**config.mk**
```make
export PLATFORM = sky130hd
export DESIGN_NAME = smd_div_stage
export DESIGN_NICKNAME = d
export VERILOG_FILES = /design/src/smd_pkg.sv /design/src/smd_div_stage.sv
export SDC_FILE = /design/constraint.sdc
export NUM_CORES = 1
export LEC_CHECK = 0
export BUFFER_PORTS_ARGS = -buffer_cell sky130_fd_sc_hd__clkbuf_2
export CAP_MARGIN = 5
export CORE_ASPECT_RATIO = 0.75
export CORE_MARGIN = 2
export CORE_UTILIZATION = 49
export DETAILED_ROUTE_END_ITERATION = 10
export MAX_ROUTING_LAYER = met4
export PLACE_DENSITY_LB_ADDON = 0.15
export SLEW_MARGIN = 20
export SYNTH_ARGS = -nofsm -noshare
export SYNTH_HDL_FRONTEND = slang
export SYNTH_SLANG_ARGS = --single-unit
```
**constraint.sdc**
```tcl
create_clock -name clock -period 10.35 [get_ports clock]
set_input_delay 1.035 -clock clock [delete_from_list [all_inputs] [get_ports clock]]
set_output_delay 1.035 -clock clock [all_outputs]
set_load 0.02 [all_outputs]
```
**src/smd_pkg.sv**
```systemverilog
// Package for the scaled multiply-divide core: widths, codes and the divider
// stage word. Depends on nothing; every other file of the block imports it.
package smd_pkg;

   // Operand width; the product, limits and divider depth follow from it
   localparam int OPERAND_BITS = 32;
   localparam int PROD_BITS = 2 * OPERAND_BITS;

   // Fixed field widths of the channels
   localparam int KIND_BITS = 2;
   localparam int WIDE_BITS = 32;
   localparam int DEN_BITS = 31;
   localparam int QUOT_BITS = 32;
   localparam int STATUS_BITS = 2;

   // Divider: quotient bits resolved per stage and the number of stages
   localparam int STEPS_PER_STAGE = 2;
   localparam int DIV_STAGES = PROD_BITS / STEPS_PER_STAGE;

   // Saturation limits of the rounded quotient, at product width
   localparam logic signed [PROD_BITS-1:0] Q_HIGH =
      (PROD_BITS'(1) << (OPERAND_BITS - 1)) - PROD_BITS'(1);
   localparam logic signed [PROD_BITS-1:0] Q_LOW = ~Q_HIGH;

   typedef enum logic [KIND_BITS-1:0] {
      KIND_FLOOR   = 2'd0,
      KIND_CEIL    = 2'd1,
      KIND_NEAREST = 2'd2
   } kind_type;

   typedef enum logic [STATUS_BITS-1:0] {
      STATUS_IN_RANGE = 2'd0,
      STATUS_SAT_LOW  = 2'd1,
      STATUS_SAT_HIGH = 2'd2
   } status_type;

   // Word carried down the divider chain
   typedef struct packed {
      logic [KIND_BITS-1:0] kind;
      logic                 neg;
      logic                 dz;
      logic [DEN_BITS-1:0]  den;
      logic [DEN_BITS-1:0]  rem;
      logic [PROD_BITS-1:0] work;
   } div_word_type;

endpackage

```
**src/smd_div_stage.sv**
```systemverilog
// One stage of the pipelined restoring divider: resolves STEPS_PER_STAGE
// quotient bits of the product magnitude. Depends on smd_pkg.
module smd_div_stage import smd_pkg::*; (
   input  logic         clock,
   input  logic         reset,
   input  logic         enable,
   input  logic         stage_valid,
   input  div_word_type stage_word,
   output logic         next_valid,
   output div_word_type next_word
);

   logic         valid_ff;
   div_word_type word_ff;
   div_word_type word_in;

   // Shift in one dividend bit, trial-subtract, shift in the quotient bit
   always_comb begin
      div_word_type      w;
      logic [DEN_BITS:0] trial;
      w = stage_word;
      for (int i = 0; i < STEPS_PER_STAGE; i++) begin
         trial = {w.rem, w.work[PROD_BITS-1]};
         if (trial >= {1'b0, w.den}) begin
            w.rem  = DEN_BITS'(trial - {1'b0, w.den});
            w.work = {w.work[PROD_BITS-2:0], 1'b1};
         end else begin
            w.rem  = trial[DEN_BITS-1:0];
            w.work = {w.work[PROD_BITS-2:0], 1'b0};
         end
      end
      word_in = w;
   end

   // Valid bit
   always_ff @(posedge clock) begin
      if (reset) begin
         valid_ff <= 1'b0;
      end else if (enable) begin
         valid_ff <= stage_valid;
      end
   end

   // Payload
   always_ff @(posedge clock) begin
      if (enable) begin
         word_ff <= word_in;
      end
   end

   assign next_valid = valid_ff;
   assign next_word  = word_ff;

endmodule

```
======== After elaboration in Yosys (flattened, before gate mapping) ========
Index checks and enable logic that the tools add are counted.
operators by class
  muxes and demuxes ....................... 2
  $add $sub $neg .......................... 2
  $lt $le $gt $ge ......................... 2
operator list
  operator                                      count
  2-to-1 mux 95 bit                             2
  greater-or-equal comparator 32 x 31 -> 1 bit  2
  subtractor 31 bit                             2
word-level totals
  word-level logic and storage cells ...... 13
  output and inout port bits .............. 131
  flip-flop bits (word level) ............. 131
  input bits .............................. 134

======== Logic depth before layout (Yosys ltp) ========
Gate-level depths: netlist (run 1).
  word-level depth ........................ 4
  gate-level depth with buffers ........... 25
  mapped depth without buffers ............ 22

======== Worst setup path after synthesis (run 1) ========
Ideal clock, no wire load.
  kind .................................... input to register
  start point ............................. input port stage_word[63] (netlist bit)
  end point ............................... register word_ff (netlist bit next_word[67]), data pin
  setup slack ............................. 4.301 ns
  arrival ................................. 5.789 ns
  stages .................................. 23
  setup time .............................. 0.260 ns
  data required time ...................... 10.090 ns
  path buffers ............................ 2
  cells stage by stage .................... inv_1 ha_1 inv_1 fa_1 a211oi_1 o21ai_1 o211ai_2 a311oi_2 o31ai_4 buf_4 inv_1 mux2_2 ha_1 and2_1 nand2_1 or4_1 inv_1 a211o_1 a31oi_4 a2111oi_2 nand3b_4 buf_6 mux2_4
RTL lines
  what                  line                 RTL
  start, declared       smd_div_stage.sv:8   input div_word_type stage_word,
  end signal, assigned  smd_div_stage.sv:47  word_ff <= word_in;
  end, declared         smd_div_stage.sv:14  div_word_type word_ff;

==> results.md, run 1 <==
* WL final at 20.8 mm
* Number of stages on the worst hold path at 2
* Pin count of the biggest net entering global routing at 77
* Logic depth of the worst register-to-register path at 2
* CP max stage delay at 730 ps
* DR vias/cell at 5.51
* Routed length per placed instance at 17.0 um
* Worst Setup Start Kind: input pin
* Post CTS Setup Buffer Count at 0
* Most instantiated flip-flop cell in the synthesis netlist: sky130_fd_sc_hd__edfxtp_1
* HP Start: next_valid$_SDFFE_PP0P_
* Htree depth at 4
* Highest achievable clock rate at 139 MHz
* Ant. Diodes at 0
* Worst reg2reg startpoint: next_valid$_SDFFE_PP0P_
* Maximum fanout along the worst path at 32
* Die span in y at 116 um
* EDFF count, synth at 130
* Port Buffer Count at 264
* Required time worst endpoint at 10,520 ps
* Layout Cell Area excl Fill at 0.0103 mm^2
* Vias in the first global route at 6,093
* Num ports at 265
* Area Overhead vs Synth at 25.6%
* Average size of a mapped cell at 11.1 um^2
* Final Hold Fails at 0
* Number of cells upsized or downsized after cts at 0
* Slew Viols, Final at 0
* Starting density of the core at 50.7%
* Power density of the placed cells at 210 mW/mm^2
* Final setup skew at 0 ps
* Maximum vdd ir drop at 122 uV
* Number of distinct library cells after synthesis at 66
* Startpoint-to-endpoint class of the critical path: in -> reg
* Global placer's final weighted congestion at 0.987
* Antenna violations before repair at 0
* Placed Cells incl. Taps at 1,192
* Reg-to-reg endpoint: next_valid$_SDFFE_PP0P_
* Worst-skew pair later-pin latency at 410 ps
* Static Leak at 4.72 nW
* Crit share post-route at 69.5%
* Residual antenna-violating net count after detailed routing at 0
* Leading area contributor after synthesis: sky130_fd_sc_hd__edfxtp_1
* Count of synthesis-stage warnings from yosys at 0
* Hold-fix buffers at CTS at 0
* Area enclosed by the die boundary at 0.0178 mm^2
* Commonest cells after routing, fill and taps aside: sky130_fd_sc_hd__clkbuf_2 (263), sky130_fd_sc_hd__edfxtp_1 (130), sky130_fd_sc_hd__ha_1 (62)
* Worst slack on hold paths at 511 ps
* Slew HR at 37.9%
* Filler cells at 1,314
* DR iter-0 viols at 636
* Core ar. at 0.0162 mm^2
* Clock tree buffer depth at 2
* Number of CTS-inserted buffers at 17
* Synthesized instance count at 738
* Standard-cell row count at 40
* Nets in the synthesized netlist at 936
* Most common cell after layout, fill and taps aside: sky130_fd_sc_hd__clkbuf_2
* Worst-Margin Slew at 931 ps
* Clock Sinks at 131
* Share of layout cells above drive strength 1 at 33.5%
* Clock Root Buffer: sky130_fd_sc_hd__clkbuf_16
* Overall die width at 153 um
* Leading cell types by total area after synthesis: sky130_fd_sc_hd__edfxtp_1 (48%), sky130_fd_sc_hd__ha_1 (9.5%), sky130_fd_sc_hd__mux2_4 (4.6%), sky130_fd_sc_hd__a21oi_1 (3.6%), sky130_fd_sc_hd__xnor2_1 (3.1%)
* Placed wire-length estimate at 16.2 mm
* Aggregate global routing overflow at 0
* Endpoint of the worst hold-timing path: next_valid$_SDFFE_PP0P_
* Count of non-filler cells in the finished layout at 1,224
* DRC viols at 0
* CTS tree: built
* Global-route usage over all layers at 23.8%
* Max cap viols at 0
* Register-to-register path setup slack at 9770 ps
* Cell-by-cell listing of the critical path: clkbuf_2 > inv_1 > ha_1 > inv_1 > fa_1 > a211oi_1 > o21ai_1 > o211ai_2 > a311oi_2 > o31ai_4 > inv_1 > mux2_2 > ha_1 > and2_1 > nand2_1 > or4_1 > inv_1 > a211o_1 > a31oi_4 > a2111oi_2 > nand3b_4 > mux2_2
* Status: finished clean
* Aggregate negative setup slack at 0 ps
* # setup viols final at 0
* Sequential share of the synthesized area at 47.9%
* Worst Path Arrival at 7360 ps
* Setup repair after global routing missed its margin: false
* Flip-flop and latch count after synthesis at 131
* Post-route setup slack at 3160 ps
* CP Capture Type: flip-flop
* Class of the tightest hold or removal check: reg -> reg
* Fin crit period at 7190 ps
* Final nets at 1,199
* Via total after detailed routing at 6,750
* Asr flop ratio synth at 0%
* Most prevalent standard cell on the critical path: sky130_fd_sc_hd__inv_1
* Reg clk slew, reported paths at 60 ps
* Slowest stage cell on the critical path: sky130_fd_sc_hd__o31ai_4
* Setup WS pre-CTS at 2750 ps
* Dpl cell area at 0.00968 mm^2
* Summed instance area of the synthesized netlist at 0.00819 mm^2
* First-pass GRT wire length at 32.0 mm
* First-pass iteration count of the detailed router at 6
* Post-synth top area share at 47.7%
[worst max-delay path, delay by kind of cell]
family	cells	cell delay (ps)
simple gates	4	1490
fa+ha+maj	3	940
compound gates	8	2370
buf+inv	5	700
mux	2	790
[power breakdown]
group | internal, mW | total (mW) | switching [mW]
clock network | 0.381 | 0.621 | 0.239
registers | 0.690 | 0.712 | 0.0221
logic | 0.352 | 0.826 | 0.474
[Yosys cell counts (3+ instances only)]
cell                         n
sky130_fd_sc_hd__edfxtp_1  130
sky130_fd_sc_hd__ha_1       62
sky130_fd_sc_hd__a21oi_1    59
sky130_fd_sc_hd__inv_1      57
sky130_fd_sc_hd__nand2_1    55
sky130_fd_sc_hd__o21ai_0    50
sky130_fd_sc_hd__nor2_1     46
sky130_fd_sc_hd__xnor2_1    29
sky130_fd_sc_hd__mux2_4     25
sky130_fd_sc_hd__nand3_1    17
sky130_fd_sc_hd__xor2_1     17
sky130_fd_sc_hd__a21o_1     16
sky130_fd_sc_hd__clkbuf_1   15
sky130_fd_sc_hd__nor3_1     15
sky130_fd_sc_hd__a211oi_1   13
sky130_fd_sc_hd__nand4_1    12
sky130_fd_sc_hd__mux2_2      9
sky130_fd_sc_hd__mux2i_1     9
sky130_fd_sc_hd__o21a_1      8
sky130_fd_sc_hd__o21bai_1    7
sky130_fd_sc_hd__a31oi_1     6
sky130_fd_sc_hd__o31ai_1     6
sky130_fd_sc_hd__o211ai_1    5
sky130_fd_sc_hd__nand2b_1    4
sky130_fd_sc_hd__nor4_1      4
sky130_fd_sc_hd__or4_1       4
sky130_fd_sc_hd__a211o_1     3
sky130_fd_sc_hd__buf_2       3
sky130_fd_sc_hd__buf_6       3
sky130_fd_sc_hd__nor2b_1     3
sky130_fd_sc_hd__o31a_1      3
[registers in the layout, summed over array words and instances (netlist names)]
signal	count
next_valid	1
next_word	130
[metrics by stage]
step	total power, mW	util, %
3_3_place_gp	1.53	59.9
3_5_place_dp	1.54	59.9
2_1_floorplan	1.32	-
5_1_grt	2.27	63.6
6_report	2.16	63.6
4_1_cts	2.17	63.6
[per-layer routing]
layer,track usage (%),wire [um],vias up
met5,-,0,-
met4,6.54,223,0
met3,5.05,1580,18
met2,33.5,9020,298
met1,34.7,9960,3115
li1,-,-,3319
[worst max-delay path by stage]
| stage | startpoint | to | depth (start not counted) |
|---|---|---|---|
| floorplan | stage_word[63] | next_word[67]$_DFFE_PP_ | 23 |
| global placement | stage_word[63] | next_word[84]$_DFFE_PP_ | 22 |
| detailed placement | stage_word[63] | next_word[66]$_DFFE_PP_ | 22 |
| CTS | stage_word[63] | next_word[66]$_DFFE_PP_ | 22 |
| global route | stage_word[63] | next_word[94]$_DFFE_PP_ | 22 |
| finish | stage_word[63] | next_word[66]$_DFFE_PP_ | 22 |
[cells by family (layout without fill, tap and decap cells)]
family,Yosys count,after routing,share of synthesized area (%)
adders and majority gates,64,64,9.96
xor gates and xnor gates,46,46,4.92
muxes,43,43,6.92
DFF,131,131,47.9
buffers and inverters,79,355,3.99
and+or+nand+nor,171,171,9.87
AOI/OAI and AO/OA,204,204,16.4
[final cells by class]
class | count | area [um^2] | share of cell area (%)
sequential | 131 | 3920 | 38.1
tap | 210 | 263 | 2.55
inverter | 57 | 214 | 2.08
clock inverter | 15 | 181 | 1.76
timing repair buffer | 266 | 1340 | 13.1
multi-input combinational | 528 | 3940 | 38.3
clock buffer | 17 | 425 | 4.14
(Power assumes the default switching activity.)
==> inputs of run 2 (changes only) <==
--- a/config.mk
+++ b/config.mk
@@ -5,6 +5,7 @@
 export SDC_FILE = /design/constraint.sdc
 export NUM_CORES = 1
 export LEC_CHECK = 0
+export ABC_AREA = 1
 export BUFFER_PORTS_ARGS = -buffer_cell sky130_fd_sc_hd__clkbuf_2
 export CAP_MARGIN = 5
 export CORE_ASPECT_RATIO = 0.75
==> constraint.sdc (replaced) <==
create_clock -name clock -period 6.1 [get_ports clock]
set_input_delay 0.61 -clock clock [delete_from_list [all_inputs] [get_ports clock]]
set_output_delay 0.61 -clock clock [all_outputs]
set_load 0.02 [all_outputs]
==> run 2 against run 1 <==
Via count rose by 36%; clock skew did not move; wire length rose by 41%; setup slack got worse by 2400 ps; combinational power rose by 65%; power rose by 66%; clock-buffer cell count did not move; sequential cell count did not move; clock power rose by 67%; area after synthesis rose by 17%; cell area rose by 13%; largest cell class unchanged.
==> results.md, run 2 <==
* Via total after detailed routing at 9,156
* Area share of fa/ha/maj cells after synthesis at 8.54%
* Dpl cell area at 0.0110 mm^2
* Aggregate global routing overflow at 0
* DR iter-0 viols at 751
* Final Hold Fails at 0
* Clock Sinks at 131
* Fin crit period at 5370 ps
* EDFF count, synth at 130
* Status: finished clean
* Most instantiated flip-flop cell in the synthesis netlist: sky130_fd_sc_hd__edfxtp_1
* Starting density of the core at 49.7%
* Nets in the synthesized netlist at 1,442
* Cell types with the highest counts after synthesis: sky130_fd_sc_hd__nand2_1 (425), sky130_fd_sc_hd__inv_1 (217), sky130_fd_sc_hd__edfxtp_1 (130)
* Combinational family with the most area after synthesis: simple AND/OR/NAND/NOR gates
* Num ports at 265
* # setup viols final at 0
* Static Leak at 6.15 nW
* Die span in y at 125 um
* Compound-gate portion of the synthesized area at 6.31%
* Worst-Margin Slew at 737 ps
* Multiplexer share of the synthesized area at 0.105%
* Setup repair after global routing missed its margin: false
* Standard-cell row count at 44
* Logic depth of the worst register-to-register path at 2
* WL final at 29.4 mm
* Post-synth top area share at 40.9%
* First-pass GRT wire length at 45.0 mm
* DRC viols at 0
* Pin count of the biggest net entering global routing at 84
* Number of cells upsized or downsized after cts at 0
* DR vias/cell at 5.15
* Area Overhead vs Synth at 22.0%
* Core ar. at 0.0192 mm^2
* First-pass iteration count of the detailed router at 6
* Worst slack on hold paths at 331 ps
* Port Buffer Count at 264
* Vias in the first global route at 8,379
* Power density of the placed cells at 307 mW/mm^2
* Highest achievable clock rate at 186 MHz
* Post CTS Setup Buffer Count at 0
* Ant. Diodes at 0
* Final total power at 3.58 mW
* Worst Setup Start Kind: input pin
* Final nets at 1,710
* Slowest stage cell on the critical path: sky130_fd_sc_hd__nand2_2
* Summed instance area of the synthesized netlist at 0.00955 mm^2
* Leading area contributor after synthesis: sky130_fd_sc_hd__edfxtp_1
* Leading cell types by total area after synthesis: sky130_fd_sc_hd__edfxtp_1 (41%), sky130_fd_sc_hd__nand2_1 (17%), sky130_fd_sc_hd__inv_1 (8.5%), sky130_fd_sc_hd__ha_1 (8.1%), sky130_fd_sc_hd__nand3_1 (4.6%)
* Worst Setup SP: stage_word[63]
* Average size of a mapped cell at 7.68 um^2
* Worst-skew pair later-pin latency at 420 ps
* Crit share post-route at 88.1%
* Reg clk slew, reported paths at 60 ps
* Htree depth at 4
* Number of distinct library cells after synthesis at 41
* Most prevalent standard cell on the critical path: sky130_fd_sc_hd__nand2_1
* Commonest cells after routing, fill and taps aside: sky130_fd_sc_hd__nand2_1 (425), sky130_fd_sc_hd__clkbuf_2 (263), sky130_fd_sc_hd__inv_1 (217)
* Aggregate negative setup slack at 0 ps
* Layout Cell Area excl Fill at 0.0117 mm^2
* Capturing element of the worst setup path: next_word[82]$_DFFE_PP_
* Reg-to-reg endpoint: next_valid$_SDFFE_PP0P_
* Clock Root Buffer: sky130_fd_sc_hd__clkbuf_16
* Worst reg2reg startpoint: next_valid$_SDFFE_PP0P_
* Antenna violations before repair at 0
* Final setup skew at 0 ps
* Hold-fix buffers at CTS at 0
* Slew HR at 50.7%
* Simple-gate area share of the yosys netlist at 30.6%
* Maximum vdd ir drop at 197 uV
* Synthesized instance count at 1,244
* Slew Viols, Final at 0
* Flip-flop and latch count after synthesis at 131
* Cell with the most instances after synthesis: sky130_fd_sc_hd__nand2_1
* Max cap viols at 0
* Flip-flop count of the largest register after layout at 130
* Xor and xnor fraction of the mapped netlist area at 2.93%
* Clock tree buffer depth at 2
* Area enclosed by the die boundary at 0.0206 mm^2
* Number of CTS-inserted buffers at 17
* Most common cell after layout, fill and taps aside: sky130_fd_sc_hd__nand2_1
* Maximum fanout along the worst path at 37
* Asr flop ratio synth at 0%
* Worst Path Arrival at 5550 ps
* CP max stage delay at 540 ps
* Share of layout cells above drive strength 1 at 22.1%
* Register-to-register path setup slack at 5520 ps
* Overall die width at 165 um
* Placed wire-length estimate at 23.9 mm
* CTS tree: built
* Global-route usage over all layers at 29.6%
* Global placer's final weighted congestion at 0.975
* Routed length per placed instance at 16.5 um
* Required time worst endpoint at 6270 ps
* Count of synthesis-stage warnings from yosys at 0
* Sequential share of the synthesized area at 41.1%
* Class of the tightest hold or removal check: in -> reg
* Residual antenna-violating net count after detailed routing at 0
* CP Capture Type: flip-flop
* Startpoint-to-endpoint class of the critical path: in -> reg
[run 2: cell types whose count changed after synthesis, sizes merged, moves of 15 or more]
| cell | delta |
|---|---|
| nand2 | +383 |
| inv | +162 |
| nand3 | +76 |
| nor2 | +37 |
| mux2 | -34 |
| o21ai | -32 |
| nand4 | +22 |
| clkbuf | -15 |
[run 2: worst min path at each step]
| stage | cells past startpoint | slack [ps] | to | startpoint |
|---|---|---|---|---|
| floorplan | 2 | 580 | next_valid$_SDFFE_PP0P_ | next_valid$_SDFFE_PP0P_ |
| global placement | 2 | 480 | next_valid$_SDFFE_PP0P_ | next_valid$_SDFFE_PP0P_ |
| detailed placement | 2 | 490 | next_valid$_SDFFE_PP0P_ | next_valid$_SDFFE_PP0P_ |
| CTS | 2 | 320 | next_valid$_SDFFE_PP0P_ | reset |
| global route | 1 | 340 | next_word[35]$_DFFE_PP_ | stage_word[33] |
| finish | 2 | 330 | next_valid$_SDFFE_PP0P_ | reset |
[run 2: final cells by class]
| type | instances | area, um^2 |
|---|---|---|
| clock buffers | 17 | 425 |
| clock inverters | 15 | 160 |
| fillers | 1818 | 7560 |
| inverters | 220 | 828 |
| multi-input cells | 875 | 4630 |
| flip-flops and latches | 131 | 3920 |
| well taps | 253 | 317 |
| repair buffers | 267 | 1370 |
[run 2: routing by layer]
metal  up-vias  part of all wire [%]  GRT usage (%)
met5         -                     0              -
li1       4575                     -              -
met4         0                   1.6           6.70
met1      4135                    45           42.0
met2       409                    44           44.4
met3        37                   9.1           5.09
[run 2: where the power goes]
group | switching [mW] | internal, mW | total, mW
clock | 0.456 | 0.580 | 1.04
combinational | 0.918 | 0.437 | 1.36
sequential | 0.0350 | 1.15 | 1.18
total | 1.41 | 2.17 | 3.58
[run 2: cell families after synthesis]
| family | Yosys count |
|---|---|
| AND/OR/NAND/NOR | 674 |
| AO/OA/AOI/OAI | 104 |
| multiplexers | 1 |
| flip-flops | 131 |
| adder cells (fa/ha/maj) | 64 |
| buffers and inverters | 238 |
| XOR/XNOR | 32 |
[run 2: stage by stage]
step	setup slack (ps)	util, %	std cells
finish	725	60.7	1778
global route	199	60.7	1778
CTS	814	60.5	1777
detailed placement	390	57.5	1745
global placement	536	57.5	1745
floorplan	2090	-	1244
[run 2: worst max-delay path: cells and delay by family]
family / cells / cell delay [ps]
and+or+nand+nor: 19 / 2990
adders and majority gates: 3 / 930
buffers and inverters: 6 / 570
AOI/OAI and AO/OA: 2 / 450
==> inputs of run 3 (changes only) <==
--- a/config.mk
+++ b/config.mk
@@ -8,10 +8,13 @@
 export ABC_AREA = 1
 export BUFFER_PORTS_ARGS = -buffer_cell sky130_fd_sc_hd__clkbuf_2
 export CAP_MARGIN = 5
+export CELL_PAD_IN_SITES_DETAIL_PLACEMENT = 1
+export CELL_PAD_IN_SITES_GLOBAL_PLACEMENT = 1
 export CORE_ASPECT_RATIO = 0.75
 export CORE_MARGIN = 2
-export CORE_UTILIZATION = 49
+export CORE_UTILIZATION = 35
 export DETAILED_ROUTE_END_ITERATION = 10
+export GPL_TIMING_DRIVEN = 0
 export MAX_ROUTING_LAYER = met4
 export PLACE_DENSITY_LB_ADDON = 0.15
 export SLEW_MARGIN = 20
==> run 3 against run 2 <==
Via count up 2.2%; sequential share of layout area down 0.74 points; wire length up 21%; clock-buffer cell count unchanged; setup slack better by 490 ps; highest routed layer unchanged.
==> results.md, run 3 (synthesized netlist as in run 2, its figures left out) <==
* Status: finished clean
* Ant. Diodes at 0
* Reported net switching power at 1.45 mW
* Maximum fanout along the worst path at 10
* CTS tree: built
* Highest achievable clock rate at 205 MHz
* Reg clk slew, reported paths at 60 ps
* Global placer's final weighted congestion at 0.911
* Slew HR at 53.9%
* Number of CTS-inserted buffers at 17
* Worst Setup SP: stage_word[95]
* Htree depth at 4
* Aggregate global routing overflow at 0
* WL final at 35.4 mm
* HP Start: reset
* Required time worst endpoint at 6260 ps
* Hold-fix buffers at CTS at 0
* Part of the power in the clock network at 27.6%
* Internal power summed over all cells at 2.19 mW
* Worst Setup Start Kind: input pin
* # setup viols final at 0
* Overall die width at 195 um
* Worst-Margin Slew at 684 ps
* Pin count of the biggest net entering global routing at 86
* Startpoint-to-endpoint class of the critical path: in -> reg
* Global-route usage over all layers at 25.5%
* Fin crit period at 4890 ps
* Static Leak at 6.23 nW
* Number of stages on the worst hold path at 2
* DR vias/cell at 4.94
* Residual antenna-violating net count after detailed routing at 0
* Proportion of power drawn by flip-flops and latches at 32.5%
* Aggregate negative setup slack at 0 ps
* Routed length per placed instance at 18.7 um
* Crit share post-route at 80.1%
* Antenna violations before repair at 0
* Area enclosed by the die boundary at 0.0286 mm^2
* Clock Sinks at 131
* Slew Viols, Final at 0
* Vias in the first global route at 9,336
* CP Capture Type: flip-flop
* Num ports at 265
* Worst Path Arrival at 5050 ps
* Number of cells upsized or downsized after cts at 0
* Placed wire-length estimate at 29.5 mm
* Proportion of total power due to net switching at 39.9%
* Area Overhead vs Synth at 24.8%
* Logic depth of the worst register-to-register path at 2
* Clock tree buffer depth at 2
* Comb pwr share at 39.9%
* First-pass iteration count of the detailed router at 5
* Footprint of the multi-input gates at 0.00463 mm^2
* Flip-flop count of the largest register after layout at 130
* Most common cell after layout, fill and taps aside: sky130_fd_sc_hd__nand2_1
* Clock Root Buffer: sky130_fd_sc_hd__clkbuf_16
* Final setup skew at 0 ps
* DRC viols at 0
* Final nets at 1,726
* Share of layout cells above drive strength 1 at 22.8%
* Sequential cell area in the final layout at 0.00392 mm^2
* Power density of the placed cells at 305 mW/mm^2
* Post CTS Setup Buffer Count at 0
* First-pass GRT wire length at 53.6 mm
* Filler cells at 3,390
* Worst-skew pair later-pin latency at 430 ps
* Port Buffer Count at 264
* Core ar. at 0.0269 mm^2
* Commonest cells after routing, fill and taps aside: sky130_fd_sc_hd__nand2_1 (425), sky130_fd_sc_hd__clkbuf_2 (263), sky130_fd_sc_hd__inv_1 (217)
* Final Hold Fails at 0
* Max cap viols at 0
* DR iter-0 viols at 589
* Via total after detailed routing at 9,355
* Class of the tightest hold or removal check: in -> reg
* Setup repair after global routing missed its margin: false
* Starting density of the core at 35.5%
* Worst reg2reg startpoint: next_valid$_SDFFE_PP0P_
* Die span in y at 147 um
* Utilization after layout at 44.2%
* Maximum vdd ir drop at 205 uV
* Standard-cell row count at 52
[run 3: cell types whose count changed in the layout (fill, tap and decap cells not counted), sizes merged]
cell	previous run	this run
clkbuf	280	281
buf	4	19
clkinv	3	5
clkinvlp	2	3
inv	229	226
[run 3: final timing paths]
path,slack (ps),end
max,1210,next_word[83]$_DFFE_PP_
min,330,next_valid$_SDFFE_PP0P_
max reg2reg,5520,next_valid$_SDFFE_PP0P_
min reg2reg,500,next_valid$_SDFFE_PP0P_
[run 3: layout make-up]
class / count / share of cell area, %
plain buffers: 18 / 1.40
inverters: 220 / 6.95
repair buffers: 265 / 11.4
flip-flops and latches: 131 / 32.9
multi-input cells: 875 / 38.9
well taps: 351 / 3.69
clock inverters: 15 / 1.20
clock buffers: 17 / 3.57
[run 3: metal layers]
metal	track usage, %	vias up	part of all wire, %
li1	-	4605	-
met1	35.7	4431	49
met2	39.3	293	44
met3	3.93	26	5.3
met4	4.89	0	1.2
met5	-	-	0
[run 3: power groups by stage]
stage | combinational, mW | clock, mW | sequential [mW]
after floorplan | 0.774 | 0 | 1.36
after global routing | 1.60 | 1.06 | 1.19
after detailed placement | 1.43 | 0 | 1.20
final | 1.45 | 1.00 | 1.18
after CTS | 1.45 | 1.03 | 1.18
after global placement | 1.41 | 0 | 1.20
[run 3: metrics by stage]
step	setup slack, ps	power (mW)	hold WS [ps]	std cells	area [um^2]
finish	1210	3.63	330	1892	11900
global route	872	3.85	325	1892	11900
CTS	1290	3.66	316	1892	11900
detailed placement	853	2.63	491	1860	11300
global placement	861	2.61	483	1859	11300
floorplan	2090	2.13	579	1244	9550
[run 3: worst max-delay path: stages]
cell and delay, ps:
sky130_fd_sc_hd__clkbuf_2 140, sky130_fd_sc_hd__ha_1 160, sky130_fd_sc_hd__inv_1 80, sky130_fd_sc_hd__fa_1 500
sky130_fd_sc_hd__nand3_1 130, sky130_fd_sc_hd__nand3_2 130, sky130_fd_sc_hd__nand2_1 110, sky130_fd_sc_hd__nand2_2 100
sky130_fd_sc_hd__nand2_2 100, sky130_fd_sc_hd__nand3_2 90, sky130_fd_sc_hd__nand2_4 90, sky130_fd_sc_hd__nand2_4 100
sky130_fd_sc_hd__buf_4 220, sky130_fd_sc_hd__o21ai_0 210, sky130_fd_sc_hd__inv_1 90, sky130_fd_sc_hd__ha_1 400
sky130_fd_sc_hd__nand2_1 150, sky130_fd_sc_hd__nor2_1 280, sky130_fd_sc_hd__nand2_1 200, sky130_fd_sc_hd__nor3_1 160
sky130_fd_sc_hd__nand3_1 130, sky130_fd_sc_hd__nand3_1 120, sky130_fd_sc_hd__nand2_1 60, sky130_fd_sc_hd__nand2_1 90
sky130_fd_sc_hd__nand2_2 120, sky130_fd_sc_hd__buf_2 240, sky130_fd_sc_hd__nand3_1 120, sky130_fd_sc_hd__nand2_1 110
